### src/sv/assert_macros.svh
// Assertion macros shared by the RTL files.
`ifndef ASSERT_MACROS_SVH
`define ASSERT_MACROS_SVH

// expr holds at every clock edge outside reset
`define ASSERT_HOLDS(lbl, clk, rst, expr, msg) \
  lbl: assert property (@(posedge clk) disable iff (rst) (expr)) else $error(msg);

// ante at one edge implies cons at the next edge
`define ASSERT_NEXT(lbl, clk, rst, ante, cons, msg) \
  lbl: assert property (@(posedge clk) disable iff (rst) (ante) |=> (cons)) else $error(msg);

`endif

### src/sv/jtwf_pkg.sv
`default_nettype none

package jtwf_pkg;

  localparam int CP_W      = 21;
  localparam int BASE_W    = 16;
  localparam int RES_DEPTH = 4;

  localparam logic [1:0] REG_FOLD_DIGITS    = 2'd0;
  localparam logic [1:0] REG_FOLD_HALFWIDTH = 2'd1;
  localparam logic [1:0] REG_COMPOSE_ONLY   = 2'd2;

  localparam logic [CP_W-1:0] CP_HIRA_LO    = 21'h003041;
  localparam logic [CP_W-1:0] CP_HIRA_HI    = 21'h003096;
  localparam logic [CP_W-1:0] CP_HIRA_SHIFT = 21'h000060;
  localparam logic [CP_W-1:0] CP_FWA_LO     = 21'h00FF01;
  localparam logic [CP_W-1:0] CP_FWA_HI     = 21'h00FF5E;
  localparam logic [CP_W-1:0] CP_FWD_LO     = 21'h00FF10;
  localparam logic [CP_W-1:0] CP_FWD_HI     = 21'h00FF19;
  localparam logic [CP_W-1:0] CP_FWA_SHIFT  = 21'h00FEE0;
  localparam logic [CP_W-1:0] CP_IDEO_SPACE = 21'h003000;
  localparam logic [CP_W-1:0] CP_SPACE      = 21'h000020;
  localparam logic [CP_W-1:0] CP_HW_LO      = 21'h00FF61;
  localparam logic [CP_W-1:0] CP_HW_BASE_LO = 21'h00FF66;
  localparam logic [CP_W-1:0] CP_HW_HI      = 21'h00FF9D;
  localparam logic [CP_W-1:0] CP_HW_VOICED  = 21'h00FF9E;
  localparam logic [CP_W-1:0] CP_HW_SEMI    = 21'h00FF9F;
  localparam logic [CP_W-1:0] CP_MARK_VOICED = 21'h00309B;
  localparam logic [CP_W-1:0] CP_MARK_SEMI  = 21'h00309C;
  localparam logic [CP_W-1:0] CP_MAX        = 21'h10FFFF;
  localparam logic [CP_W-1:0] CP_REPLACE    = 21'h00FFFD;

  localparam logic [BASE_W-1:0] HALF_PAGE   = 16'hFF00;
  localparam logic [BASE_W-1:0] HALF_LO     = 16'hFF61;
  localparam logic [BASE_W-1:0] HALF_HI     = 16'hFF9D;
  localparam logic [BASE_W-1:0] KATA_U      = 16'h30A6;
  localparam logic [BASE_W-1:0] KATA_VU     = 16'h30F4;
  localparam logic [BASE_W-1:0] KATA_KA     = 16'h30AB;
  localparam logic [BASE_W-1:0] KATA_DI     = 16'h30C2;
  localparam logic [BASE_W-1:0] KATA_TSU    = 16'h30C4;
  localparam logic [BASE_W-1:0] KATA_DO     = 16'h30C9;
  localparam logic [BASE_W-1:0] KATA_HA     = 16'h30CF;
  localparam logic [BASE_W-1:0] KATA_HI     = 16'h30D2;
  localparam logic [BASE_W-1:0] KATA_HU     = 16'h30D5;
  localparam logic [BASE_W-1:0] KATA_HE     = 16'h30D8;
  localparam logic [BASE_W-1:0] KATA_HO     = 16'h30DB;

  localparam logic [BASE_W-1:0] HALF_FULL [0:63] = '{
    16'h3002, 16'h300C, 16'h300D, 16'h3001, 16'h30FB, 16'h30F2, 16'h30A1, 16'h30A3,
    16'h30A5, 16'h30A7, 16'h30A9, 16'h30E3, 16'h30E5, 16'h30E7, 16'h30C3, 16'h30FC,
    16'h30A2, 16'h30A4, 16'h30A6, 16'h30A8, 16'h30AA, 16'h30AB, 16'h30AD, 16'h30AF,
    16'h30B1, 16'h30B3, 16'h30B5, 16'h30B7, 16'h30B9, 16'h30BB, 16'h30BD, 16'h30BF,
    16'h30C1, 16'h30C4, 16'h30C6, 16'h30C8, 16'h30CA, 16'h30CB, 16'h30CC, 16'h30CD,
    16'h30CE, 16'h30CF, 16'h30D2, 16'h30D5, 16'h30D8, 16'h30DB, 16'h30DE, 16'h30DF,
    16'h30E0, 16'h30E1, 16'h30E2, 16'h30E4, 16'h30E6, 16'h30E8, 16'h30E9, 16'h30EA,
    16'h30EB, 16'h30EC, 16'h30ED, 16'h30EF, 16'h30F3, 16'h0000, 16'h0000, 16'h0000
  };

  typedef struct packed {
    logic fold_digits;
    logic fold_halfwidth;
    logic compose_only;
  } cfg_t;

  typedef struct packed {
    logic [CP_W-1:0] point;
    logic            final_flag;
  } res_t;

  typedef struct packed {
    logic [1:0] count;
    res_t       res0;
    res_t       res1;
  } res_pair_t;

  function automatic logic [BASE_W-1:0] widen(input logic [BASE_W-1:0] h);
    logic [BASE_W-1:0] offset;
    offset = h - HALF_LO;
    if (h < HALF_LO || h > HALF_HI) begin
      return '0;
    end
    return HALF_FULL[offset[5:0]];
  endfunction

  function automatic logic is_h_row(input logic [BASE_W-1:0] b);
    return b == KATA_HA || b == KATA_HI || b == KATA_HU || b == KATA_HE || b == KATA_HO;
  endfunction

  function automatic logic [BASE_W-1:0] voiced(input logic [BASE_W-1:0] b);
    if (b == KATA_U) begin
      return KATA_VU;
    end
    if (b >= KATA_KA && b <= KATA_DI && b[0]) begin
      return b + 16'd1;
    end
    if (b >= KATA_TSU && b <= KATA_DO && !b[0]) begin
      return b + 16'd1;
    end
    if (is_h_row(b)) begin
      return b + 16'd1;
    end
    return '0;
  endfunction

  function automatic logic [BASE_W-1:0] semi_voiced(input logic [BASE_W-1:0] b);
    if (is_h_row(b)) begin
      return b + 16'd2;
    end
    return '0;
  endfunction

  function automatic logic voiceable(input logic [BASE_W-1:0] b);
    return voiced(b) != '0 || semi_voiced(b) != '0;
  endfunction

  function automatic logic [CP_W-1:0] clamp(input logic [CP_W-1:0] v);
    return (v > CP_MAX) ? CP_REPLACE : v;
  endfunction

endpackage

`default_nettype wire

### src/sv/jtwf_in_stage.sv
`default_nettype none

module jtwf_in_stage (
  input  wire logic                      clk,
  input  wire logic                      rst,
  input  wire logic                      in_valid,
  output logic                           in_ready,
  input  wire logic [jtwf_pkg::CP_W-1:0] in_point,
  input  wire logic                      in_final,
  input  wire logic                      take,
  output logic                           item_valid,
  output logic [jtwf_pkg::CP_W-1:0]      item_point,
  output logic                           item_final
);
  import jtwf_pkg::*;

  assign in_ready = !item_valid || take;

  always_ff @(posedge clk) begin
    if (rst) begin
      item_valid <= 1'b0;
    end else if (in_ready) begin
      item_valid <= in_valid;
    end
  end

  always_ff @(posedge clk) begin
    if (in_valid && in_ready) begin
      item_point <= in_point;
      item_final <= in_final;
    end
  end

endmodule

`default_nettype wire

### src/sv/jtwf_fold.sv
`default_nettype none
`include "assert_macros.svh"

module jtwf_fold (
  input  wire logic                      clk,
  input  wire logic                      rst,
  input  wire jtwf_pkg::cfg_t            cfg,
  input  wire logic [jtwf_pkg::CP_W-1:0] item_point,
  input  wire logic                      item_final,
  input  wire logic                      fire,
  output jtwf_pkg::res_pair_t            pair
);
  import jtwf_pkg::*;

  logic              held_valid;
  logic [BASE_W-1:0] held_base;
  logic              held_valid_next;
  logic [BASE_W-1:0] held_base_next;

  always_comb begin
    logic [BASE_W-1:0] base;
    logic [BASE_W-1:0] comp;
    logic [BASE_W-1:0] wide;
    logic              composed;
    logic              flush;
    logic              hold_new;
    logic              in_half;
    logic              digit;
    logic [CP_W-1:0]   r;
    res_t              main_res;
    res_t              flush_res;

    base = (held_base >= HALF_PAGE) ? widen(held_base) : held_base;
    if (item_point == CP_HW_VOICED) begin
      comp = voiced(base);
    end else if (item_point == CP_HW_SEMI) begin
      comp = semi_voiced(base);
    end else begin
      comp = '0;
    end
    composed = held_valid && comp != '0;
    flush    = held_valid && !composed;

    in_half  = item_point >= CP_HW_LO && item_point <= CP_HW_HI;
    wide     = in_half ? widen(item_point[BASE_W-1:0]) : '0;
    digit    = item_point >= CP_FWD_LO && item_point <= CP_FWD_HI;
    hold_new = 1'b0;
    r        = item_point;

    if (cfg.compose_only) begin
      hold_new = item_point >= CP_HW_BASE_LO && item_point <= CP_HW_HI &&
                 voiceable(wide) && !item_final;
    end else if (item_point >= CP_HIRA_LO && item_point <= CP_HIRA_HI) begin
      r = item_point + CP_HIRA_SHIFT;
    end else if (item_point >= CP_FWA_LO && item_point <= CP_FWA_HI) begin
      if (!digit || cfg.fold_digits) begin
        r = item_point - CP_FWA_SHIFT;
      end
    end else if (item_point == CP_IDEO_SPACE) begin
      r = CP_SPACE;
    end else if (cfg.fold_halfwidth && in_half) begin
      r        = {{(CP_W-BASE_W){1'b0}}, wide};
      hold_new = voiceable(wide) && !item_final;
    end else if (cfg.fold_halfwidth && item_point == CP_HW_VOICED) begin
      r = CP_MARK_VOICED;
    end else if (cfg.fold_halfwidth && item_point == CP_HW_SEMI) begin
      r = CP_MARK_SEMI;
    end

    main_res  = '{point: clamp(r), final_flag: item_final};
    flush_res = '{point: {{(CP_W-BASE_W){1'b0}}, held_base}, final_flag: 1'b0};

    pair = '0;
    if (composed) begin
      pair.count = 2'd1;
      pair.res0  = '{point: {{(CP_W-BASE_W){1'b0}}, comp}, final_flag: item_final};
    end else if (flush) begin
      pair.res0  = flush_res;
      pair.res1  = main_res;
      pair.count = hold_new ? 2'd1 : 2'd2;
    end else begin
      pair.res0  = main_res;
      pair.count = hold_new ? 2'd0 : 2'd1;
    end

    held_valid_next = held_valid;
    held_base_next  = held_base;
    if (fire) begin
      if (composed || !hold_new) begin
        held_valid_next = 1'b0;
        held_base_next  = '0;
      end else begin
        held_valid_next = 1'b1;
        held_base_next  = cfg.compose_only ? item_point[BASE_W-1:0] : wide;
      end
    end
  end

  always_ff @(posedge clk) begin
    if (rst) begin
      held_valid <= 1'b0;
      held_base  <= '0;
    end else begin
      held_valid <= held_valid_next;
      held_base  <= held_base_next;
    end
  end

  `ASSERT_HOLDS(a_held_nonzero, clk, rst, !held_valid || held_base != '0, "held base is zero")
  `ASSERT_NEXT(a_final_clears, clk, rst, fire && item_final, !held_valid, "base held past final")

endmodule

`default_nettype wire

### src/sv/jtwf_res_fifo.sv
`default_nettype none
`include "assert_macros.svh"

module jtwf_res_fifo #(
  parameter int DEPTH = jtwf_pkg::RES_DEPTH
) (
  input  wire logic                      clk,
  input  wire logic                      rst,
  input  wire logic                      push,
  input  wire jtwf_pkg::res_pair_t       pair,
  output logic                           room,
  output logic                           out_valid,
  input  wire logic                      out_ready,
  output logic [jtwf_pkg::CP_W-1:0]      out_point,
  output logic                           out_final
);
  import jtwf_pkg::*;

  localparam int PW = (DEPTH > 1) ? $clog2(DEPTH) : 1;
  localparam int CW = $clog2(DEPTH + 1);

  res_t          mem [DEPTH];
  logic [PW-1:0] wptr;
  logic [PW-1:0] rptr;
  logic [CW-1:0] count;
  logic [PW-1:0] wnext;
  logic [PW-1:0] wnext2;
  logic [PW-1:0] rnext;
  logic [1:0]    push_n;
  logic          pop;

  function automatic logic [PW-1:0] step(input logic [PW-1:0] p);
    return (p == PW'(DEPTH - 1)) ? '0 : p + PW'(1);
  endfunction

  assign push_n    = push ? pair.count : 2'd0;
  assign out_valid = count != '0;
  assign pop       = out_valid && out_ready;
  assign room      = count <= CW'(DEPTH - 2);
  assign wnext     = step(wptr);
  assign wnext2    = step(wnext);
  assign rnext     = step(rptr);
  assign out_point = mem[rptr].point;
  assign out_final = mem[rptr].final_flag;

  always_ff @(posedge clk) begin
    if (push_n != 2'd0) begin
      mem[wptr] <= pair.res0;
    end
    if (push_n == 2'd2) begin
      mem[wnext] <= pair.res1;
    end
  end

  always_ff @(posedge clk) begin
    if (rst) begin
      wptr  <= '0;
      rptr  <= '0;
      count <= '0;
    end else begin
      if (push_n == 2'd1) begin
        wptr <= wnext;
      end else if (push_n == 2'd2) begin
        wptr <= wnext2;
      end
      if (pop) begin
        rptr <= rnext;
      end
      count <= count + CW'(push_n) - CW'(pop);
    end
  end

  `ASSERT_HOLDS(a_count_bound, clk, rst, count <= CW'(DEPTH), "result queue overflow")
  `ASSERT_NEXT(a_fill_shows, clk, rst, push_n != 2'd0 && count == '0, out_valid, "written beat not shown")

endmodule

`default_nettype wire

### src/sv/japanese_text_width_fold_top.sv
// channel   dir  signals                        payload
// s_axis    in   tvalid tready tdata tlast      tdata[20:0] code_point, tlast final_item
// m_axis    out  tvalid tready tdata tlast      tdata[20:0] folded_point, tlast final_result
// cfg       in   valid ready index data         index 0..2 register, data[0] value
//
// One input beat per cycle when the result queue has room for two results.
// An accepted beat is registered in the input stage, then its results are queued; a
// beat that flushes a held base and emits its own result queues two results.
// Reset clears the held base, empties the result queue and restores register defaults.
// A stalled m_axis fills the result queue, which then holds s_axis_tready low.
`default_nettype none

module japanese_text_width_fold_top #(
  parameter int RES_DEPTH = jtwf_pkg::RES_DEPTH
) (
  input  wire logic        clk,
  input  wire logic        rst,
  input  wire logic        s_axis_tvalid,
  output logic             s_axis_tready,
  input  wire logic [23:0] s_axis_tdata,   // code_point[20:0], zeros[23:21]
  input  wire logic        s_axis_tlast,
  output logic             m_axis_tvalid,
  input  wire logic        m_axis_tready,
  output logic [23:0]      m_axis_tdata,   // folded_point[20:0], zeros[23:21]
  output logic             m_axis_tlast,
  input  wire logic        cfg_valid,
  output logic             cfg_ready,
  input  wire logic [1:0]  cfg_index,
  input  wire logic        cfg_data
);
  import jtwf_pkg::*;

  cfg_t            cfg;
  logic            item_valid;
  logic [CP_W-1:0] item_point;
  logic            item_final;
  logic            room;
  logic            fire;
  res_pair_t       pair;
  logic [CP_W-1:0] out_point;

  assign cfg_ready = 1'b1;

  always_ff @(posedge clk) begin
    if (rst) begin
      cfg.fold_digits    <= 1'b1;
      cfg.fold_halfwidth <= 1'b1;
      cfg.compose_only   <= 1'b0;
    end else if (cfg_valid && cfg_ready) begin
      unique case (cfg_index)
        REG_FOLD_DIGITS:    cfg.fold_digits    <= cfg_data;
        REG_FOLD_HALFWIDTH: cfg.fold_halfwidth <= cfg_data;
        REG_COMPOSE_ONLY:   cfg.compose_only   <= cfg_data;
        default: ;
      endcase
    end
  end

  assign fire = item_valid && room;

  jtwf_in_stage u_in (
    .clk        (clk),
    .rst        (rst),
    .in_valid   (s_axis_tvalid),
    .in_ready   (s_axis_tready),
    .in_point   (s_axis_tdata[CP_W-1:0]),
    .in_final   (s_axis_tlast),
    .take       (fire),
    .item_valid (item_valid),
    .item_point (item_point),
    .item_final (item_final)
  );

  jtwf_fold u_fold (
    .clk        (clk),
    .rst        (rst),
    .cfg        (cfg),
    .item_point (item_point),
    .item_final (item_final),
    .fire       (fire),
    .pair       (pair)
  );

  jtwf_res_fifo #(
    .DEPTH (RES_DEPTH)
  ) u_fifo (
    .clk       (clk),
    .rst       (rst),
    .push      (fire),
    .pair      (pair),
    .room      (room),
    .out_valid (m_axis_tvalid),
    .out_ready (m_axis_tready),
    .out_point (out_point),
    .out_final (m_axis_tlast)
  );

  assign m_axis_tdata = {3'b000, out_point};

endmodule

`default_nettype wire
### config.mk
export PLATFORM = sky130hd
export DESIGN_NAME = japanese_text_width_fold_top
export DESIGN_NICKNAME = d
export VERILOG_FILES = /design/src/sv/jtwf_pkg.sv /design/src/sv/jtwf_in_stage.sv /design/src/sv/jtwf_fold.sv /design/src/sv/jtwf_res_fifo.sv /design/src/sv/japanese_text_width_fold_top.sv
export VERILOG_INCLUDE_DIRS = /design/src /design/src/sv
export SDC_FILE = /design/constraint.sdc
export NUM_CORES = 1
export LEC_CHECK = 0
export BUFFER_PORTS_ARGS = -buffer_cell sky130_fd_sc_hd__buf_2
export CAP_MARGIN = 40
export CORE_MARGIN = 10
export CORE_UTILIZATION = 25
export DETAILED_ROUTE_END_ITERATION = 10
export HOLD_SLACK_MARGIN = 0.02
export PLACE_DENSITY_LB_ADDON = 0.2
export SLEW_MARGIN = 10
export SYNTH_ARGS = -nofsm -noshare
export SYNTH_HDL_FRONTEND = slang
export SYNTH_SLANG_ARGS = --single-unit
### constraint.sdc
create_clock -name clk -period 16.6 [get_ports clk]
set_clock_uncertainty 0.1 [all_clocks]
set_input_delay 2.49 -clock clk [delete_from_list [all_inputs] [get_ports clk]]
set_output_delay 2.49 -clock clk [all_outputs]
set_load 0.05 [all_outputs]
---- Word level (Yosys, flattened, before mapping) ----
Memories as Yosys holds them, arrays and structs flattened. A register that Yosys moved wholly into a read port is not among the register bits.
Cells that the tools add are included.
Widths: inputs -> output; s select.
storage, ports and cells
  register bits after elaboration ......... 50
  bits in latches ......................... 0
  bits in writable memories ............... 88
  bits in read-only memories .............. 2048
  input bits .............................. 33
  output and inout bits ................... 28
  word-level logic and storage cells ...... 283
  memories kept ........................... 3
memory list
  name              words  width  read ports  clocked after memory_dff  wr ports  RTL line             RTL
  (name not given)  64     16     1           0                         0         jtwf_pkg.sv:82       return HALF_FULL[offset[5:0]];
  (name not given)  64     16     1           0                         0         jtwf_pkg.sv:82
  u_fifo.mem        4      22     1           1                         2         jtwf_res_fifo.sv:22  res_t mem [DEPTH];
operators by class
  add/subtract/negate cells ............... 13
  multiply operators ...................... 0
  div/mod/pow operators ................... 0
  order comparisons ....................... 26
  equality and inequality tests ........... 22
  shifts and indexed selects .............. 0
  muxes and demuxes ....................... 148
  bitwise logic cells ..................... 2
  reduce and logical (&&, ||, !) cells .... 58
operator list
  cell                    count
  $mux 16                 51
  $eq 16x14->1 const B    12
  $mux 21                 9
  $ge 21x16->1 const B    4
  $reduce_bool 16->1      5
  $mux 1                  75
  $ge 16x14->1 const B    4
  $le 16x14->1 const B    4
  $le 21x16->1 const B    3
  $mux 24                 2
  $mux 22                 2
  $eq 21x16->1 const B    2
  $add 16x1->16 const B   2
  $add 16x2->16 const B   2
  $gt 16x16->1 const B    2
  $lt 16x16->1 const B    2
  $logic_and 1x1->1       24
  $add 21x7->21 const B   1
  $eq 21x14->1 const B    1
  $ge 21x14->1 const B    1
  $gt 21x21->1 const B    1
  $le 21x14->1 const B    1
  $sub 21x16->21 const B  1
  $mux 2                  9
  16 further kinds        49

---- Longest topological paths before layout ----
Gate-level depths: netlist (run 1).
  depth after elaboration ................. 59
  depth in mapped cells ................... 34

---- Modules after synthesis ----
From an unflattened synthesis (run 1), not the netlist that was laid out.
second synthesis, totals
  cell total of the unflattened synthesis .. 1093
  area, all modules ....................... 10820.4 sq um
modules (own cells, without submodules)
  module                        instances  cells each  area each (sq um)
  jtwf_fold                     1          764         5034.8
  jtwf_res_fifo                 1          281         4884.7
  jtwf_in_stage                 1          27          715.7
  japanese_text_width_fold_top  1          21          185.2

---- Worst setup path before layout (run 1) ----
OpenSTA, ideal clock, no wires.
  path type ............................... flip-flop to flip-flop
  from .................................... reg u_fold.held_base[1]
  to ...................................... mem u_fifo.mem[0][0] (netlist name), enable pin
  setup time .............................. 0.432 ns
  arrival time ............................ 7.396 ns
  required time ........................... 16.068 ns
  path slack .............................. 8.673 ns
  stages on the path, launching flop included .. 30
  clock period less this slack ............ 7.927 ns
  path through ............................ dfxtp_1 > clkbuf_1 > inv_1 > ha_1 > clkbuf_1 > inv_1 > ha_1 > clkbuf_1 > clkbuf_1 > mux2i_1 > nor2_1 > a21oi_1 > o32ai_1 > nor3_1 > inv_1 > ha_1 > or2_2 > mux2i_1 > a31oi_1 > a2bb2oi_1 > a31oi_1 > o21ai_2 > nand2_2 > inv_1 > buf_4 > ha_1 > a21oi_1 > or2_1 > ha_1 > o21ai_0
RTL lines
  what                      RTL line             RTL
  start: declaration        jtwf_fold.sv:16      logic [BASE_W-1:0] held_base;
  start signal: assignment  jtwf_fold.sv:105     held_base <= held_base_next;
  end: declaration          jtwf_res_fifo.sv:22

==> results.cfg, run 1 <==
[outcome]
status = completed

[synthesis]
synthCells = 1155
ys_seq_area_frac = 0.371
async_flop_share = 0
synth.cell_area_mm2 = 0.0105
ys_seq_elements = 140
yosys_warnings = 0
ys_types = 98
avgSynthCellArea_um2 = 9.12
synth_edf_count = 110
synthFlopType = edfxtp_1

[setup_path]
worstPathArrival_ns = 9.75
endpoint_kind = flip-flop
critPathCapture = u_fifo.mem[3][13]$_DFFE_PP_
rrSetupSlack_ns = 6.92
rr_worst_depth = 28
reg2reg_from = u_fold.held_base[1]$_SDFFE_PP0P_
slowest_stage = ha_1
start_kind = flip-flop
crit_path_start = u_fold.held_base[1]$_SDFFE_PP0P_
cp_max_fo = 26
critical-path-max-stage-delay_ns = 0.81
crit_top_cell = ha_1
timing.rr.end = u_fifo.mem[3][13]$_DFFE_PP_
critPathKind = flip-flop to flip-flop
required_ns = 16.68

[sta]
fin_ws_ns = 6.92
finalCritPeriodShare = 0.583
tightestPinTransition_ns = 1.02
slew_headroom = 0.318
final.min_clock_period_ns = 9.68
clock.fmax_mhz = 103
fin_tns_setup_ns = 0
drv_slew = 0
rsz0062_at_grt = false
finalHoldViolations = 0
finalSetupViolCount = 0

[flow_run]
maxCapViolations = 0

[drt]
postRouteAntennaNets = 0
routed_via_density = 5.35
num_vias = 9230
first_pass_iters = 5
avgRoutedWirePerCell_um = 20.4
routed_wl_um = 35100
drt_iter0_markers = 804
drcViolationCount = 0

[floorplan]
dieArea_mm2 = 0.0507
start_util = 0.252
die_y_um = 225
coreArea_mm2 = 0.0418
ioPinCount = 61
rows = 75
die-width_um = 225

[layout]
n_antenna_cell = 0
final_util = 0.288
final_common_cell = nand2_1
drive_above_1_share = 0.159
layout.nets = 1257
area_growth_pct = 14.2
final_cell_mix = 125 x nand2_1, 110 x edfxtp_1, 103 x nor2_1

[grt]
grt_pass1_vias = 8961
grt_overflow = 0
use_met2 = 0.221
track_usage = 0.139
antenna_found_initial = 0
use_met3 = 0.0255
grt_busiest_layer = met2
grt_start_max_net_pins = 33
globalRouteMet1Util = 0.193
grt_pass1_wl_um = 55000

[power_and_ir_drop]
vdd_drop_max_mv = 0.0692
power_leakage_uw = 0.00415
pwr_density_cell_mw_per_mm2 = 91.7

[placed_design]
hpwl_um = 25300
portBuffers = 53
dp_slack_ns = 6.99
globalplace.congestion = 0.846

[clocking]
clk_path_buf_depth = 2
clock_latency_ns = 0.45
cts_hold_buf = 0
cts_sinks = 140
post_cts_buffers = 0
cts_tree = built
cts_buffers = 17
cts_root_buffer = clkbuf_16
cts-resized-gates = 0
path_clk_slew_ns = 0.06
ctsHtreeMaxLevel = 4

[worst_hold_path]
hold_depth = 2
hold_class = flip-flop to flip-flop
-- Yosys cell counts (all sizes together) (6+ instances only) --
master,n,share of area
mux4,22,0.047
a21oi,83,0.042
clkbuf,61,0.022
a211oi,10,0.0071
o21ai,59,0.029
a31o,11,0.0091
xnor2,12,0.011
o211ai,14,0.010
ha,50,0.059
nor3,25,0.012
or4,10,0.0075
edfxtp,110,0.31
nand2,128,0.046
nand3,29,0.014
mux2i,20,0.019
nand2b,17,0.010
a31oi,13,0.0077
a32oi,8,0.0067
o221ai,15,0.012
nor2b,8,0.0048
and2,16,0.0097
or2,16,0.0095
nor2,103,0.037
buf,21,0.013
inv,52,0.019
nand4,10,0.0059
o22ai,47,0.029
o31ai,13,0.0097
and3,8,0.0048
or3,11,0.0065
nor4,17,0.011
o311ai,6,0.0057
dfxtp,30,0.057
-- power breakdown --
part	total, uW	leakage [uW]	switching, uW	internal [uW]
sequential	422	0.00125	16.6	405
combinational	307	0.00265	205	101
clock	374	0.000262	166	208
total	1100	0.00415	388	714
-- worst max-delay path, delay by kind of cell (launching register included) --
| kind | cells | cell delay [ns] |
|---|---|---|
| AO/OA/AOI/OAI | 11 | 3.01 |
| adder cells (fa/ha/maj) | 5 | 2.29 |
| AND/OR/NAND/NOR | 6 | 1.61 |
| buffers and inverters | 5 | 1.55 |
| flip-flops | 1 | 0.56 |
| multiplexers | 1 | 0.28 |
-- cell type report --
cell class | count | area (um2)
clock buffer | 17 | 425
clock inverter | 14 | 134
fill | 4366 | 29700
inverter | 52 | 198
multi-input combinational | 883 | 6120
sequential | 140 | 3900
tap | 539 | 674
timing repair buffer | 79 | 568
-- metrics by stage --
stage	instances	hold slack (ns)	power (uW)	instance area (um2)
after floorplan	1157	0.336	649	10500
after global placement	1683	0.348	732	11300
after detailed placement	1693	0.353	739	11500
after CTS	1724	0.363	1110	12000
after global routing	1724	0.402	1150	12000
final	1724	0.369	1100	12000
-- worst min-delay path by stage --
stage                                      start                           endpoint  slack [ns]
3_5_place_dp   u_fold.held_base[12]$_SDFFE_PP0P_  u_fold.held_base[12]$_SDFFE_PP0P_        0.35
4_1_cts        u_fold.held_base[12]$_SDFFE_PP0P_  u_fold.held_base[12]$_SDFFE_PP0P_        0.36
5_1_grt        u_fold.held_base[13]$_SDFFE_PP0P_  u_fold.held_base[13]$_SDFFE_PP0P_        0.40
2_1_floorplan  u_fold.held_base[13]$_SDFFE_PP0P_  u_fold.held_base[13]$_SDFFE_PP0P_        0.34
6_report       u_fold.held_base[12]$_SDFFE_PP0P_  u_fold.held_base[12]$_SDFFE_PP0P_        0.37
3_3_place_gp   u_fold.held_base[12]$_SDFFE_PP0P_  u_fold.held_base[12]$_SDFFE_PP0P_        0.35
-- state kept, by name (all words and copies together), names as in the netlist, 2 cells and up, named ones only --
register / cells
cfg: 3
u_fifo.count: 3
u_fifo.wptr: 2
u_fifo.rptr: 2
u_fifo.mem: 88
u_in.item_point: 21
u_fold.held_base: 16
-- cell families (layout without fill, tap and decap cells) --
family                     count (synthesis)  in the layout  synth area share
and+or+nand+nor                          420            420             0.197
AOI/OAI and AO/OA                        348            348             0.235
DFF                                      140            140             0.371
buffers and inverters                    134            162            0.0532
adders and majority gates                 52             52            0.0622
muxes                                     44             44            0.0682
xor gates and xnor gates                  15             15            0.0132
other                                      2              4          0.000713
-- per-layer routing --
metal / routed length, um / vias to the layer above
li1: - / 4422
met5: 0 / -
met3: 1730 / 25
met1: 16900 / 4528
met4: 390 / 0
met2: 16100 / 255
Note: power is estimated with default switching activity, not from simulation.
==> inputs of run 2 (changes only) <==
clock period = 9 ns   (was 16.6 ns; I/O delays follow)
==> run 2 against run 1 <==
Final cell count rose by 1.0%; worst setup slack worse by 5.4 ns; via count increased by 0.46%; critical path depth down 2; total power grew 85%; largest cell class unchanged.
==> results.cfg, run 2 (same netlist as run 1, synthesis figures left out) <==
[worst_hold_path]
hold_depth = 2
whs_endpoint = u_fold.held_base[12]$_SDFFE_PP0P_
hold_class = flip-flop to flip-flop
hold_path.startpoint = u_fold.held_base[12]$_SDFFE_PP0P_

[grt]
track_usage = 0.135
grt_pass1_wl_um = 53900
antenna_found_initial = 0
grt_pass1_vias = 8975
grt_overflow = 0
grt_start_max_net_pins = 34

[setup_path]
start_kind = flip-flop
critical_path_depth = 26
cp_top_family = compound AO/OA/AOI/OAI gates
critPathKind = flip-flop to flip-flop
critical-path-max-stage-delay_ns = 0.78
reg2reg_from = u_fold.held_base[2]$_SDFFE_PP0P_
cp_num_buf_inv = 4
required_ns = 9.04
rr_worst_depth = 26
slowest_stage = dfxtp_1
worstPathArrival_ns = 7.55
timing.rr.end = u_fifo.mem[1][16]$_DFFE_PP_
rrSetupSlack_ns = 1.49
cp_max_fo = 17
crit_top_cell = ha_1
endpoint_kind = flip-flop

[drt]
drcViolationCount = 0
first_pass_iters = 7
num_vias = 9272
avgRoutedWirePerCell_um = 19.7
routed_via_density = 5.32
routed_wl_um = 34300
drt_iter0_markers = 732
postRouteAntennaNets = 0

[clocking]
post_cts_buffers = 0
cts_hold_buf = 0
cts_tree = built
path_clk_slew_ns = 0.07
cts-resized-gates = 0
clock_latency_ns = 0.43
cts_buffers = 17
clk_path_buf_depth = 2
ctsHtreeMaxLevel = 4
cts_sinks = 140
cts_root_buffer = clkbuf_16

[sta]
drv_slew = 0
slew_headroom = 0.304
clock.fmax_mhz = 133
tightestPinTransition_ns = 1.04
fin_tns_setup_ns = 0
finalSetupViolCount = 0
rsz0062_at_grt = false
final.min_clock_period_ns = 7.51
hold_ws_ns = 0.372
finalCritPeriodShare = 0.834
finalHoldViolations = 0

[placed_design]
portBuffers = 53
globalplace.congestion = 0.889
place_area_mm2 = 0.0115
hpwl_um = 25400

[floorplan]
coreArea_mm2 = 0.0418
rows = 75
die-width_um = 225
die_y_um = 225
dieArea_mm2 = 0.0507
ioPinCount = 61
start_util = 0.252

[layout]
final_common_cell = nand2_1
fillers = 4391
final_util = 0.291
largestRegisters = u_fifo.mem x88, u_in.item_point x21, u_fold.held_base x16
largest_reg_flops = 88
finalInstanceArea_mm2 = 0.0121
final_cell_mix = 125 x nand2_1, 110 x edfxtp_1, 103 x nor2_1
regMostFlops = u_fifo.mem
area_growth_pct = 15.2
drive_above_1_share = 0.173
n_antenna_cell = 0
layout.nets = 1274

[power_and_ir_drop]
pwr_density_cell_mw_per_mm2 = 168
power_leakage_uw = 0.00425
total_power_uw = 2040
vdd_drop_max_mv = 0.137

[flow_run]
maxCapViolations = 0

[outcome]
status = completed
run 2: area by class of cell:
class / instances / area [um2] / area share
multi-input cells: 883 / 6120 / 0.504
clock inverters: 15 / 155 / 0.0128
clock buffers: 17 / 425 / 0.0350
inverters: 52 / 198 / 0.0163
repair buffers: 96 / 661 / 0.0544
flip-flops and latches: 140 / 3900 / 0.322
well taps: 539 / 674 / 0.0556
run 2: power breakdown:
part           internal [uW]  total (uW)  leakage (uW)  switching [uW]
Clock                    391         704      0.000282             313
Sequential               747         778       0.00125            30.6
Combinational            188         561       0.00272             373
Total                   1330        2040       0.00425             717
run 2: through the flow:
stage	worst slack, ns	instances
finish	1.49	1742
global route	0.896	1742
CTS	1.59	1740
detailed placement	1.61	1708
global placement	1.54	1701
floorplan	1.07	1157
run 2: metal layers:
metal	global-route usage	vias to the layer above	routed length [um]
met5	0	-	0
met4	0.0253	0	265
met3	0.0195	17	1260
met2	0.215	239	15900
met1	0.191	4550	16900
li1	-	4466	-
run 2: worst max-delay path by stage:
stage | from | slack (ns) | to
2_1_floorplan | u_fold.held_base[1]$_SDFFE_PP0P_ | 1.07 | u_fifo.mem[0][0]$_DFFE_PP_
3_3_place_gp | u_fold.held_base[2]$_SDFFE_PP0P_ | 1.54 | u_fifo.mem[1][3]$_DFFE_PP_
3_5_place_dp | u_fold.held_base[2]$_SDFFE_PP0P_ | 1.61 | u_fifo.mem[3][16]$_DFFE_PP_
4_1_cts | u_fold.held_base[2]$_SDFFE_PP0P_ | 1.59 | u_fifo.mem[3][16]$_DFFE_PP_
5_1_grt | u_fold.held_base[2]$_SDFFE_PP0P_ | 0.90 | u_fifo.mem[1][11]$_DFFE_PP_
6_report | u_fold.held_base[2]$_SDFFE_PP0P_ | 1.49 | u_fifo.mem[1][16]$_DFFE_PP_
run 2: tightest hold or removal path: cells and delay by family (launching register included):
| kind | cells | cell delay [ns] |
|---|---|---|
| flops | 1 | 0.33 |
| simple gates | 2 | 0.11 |
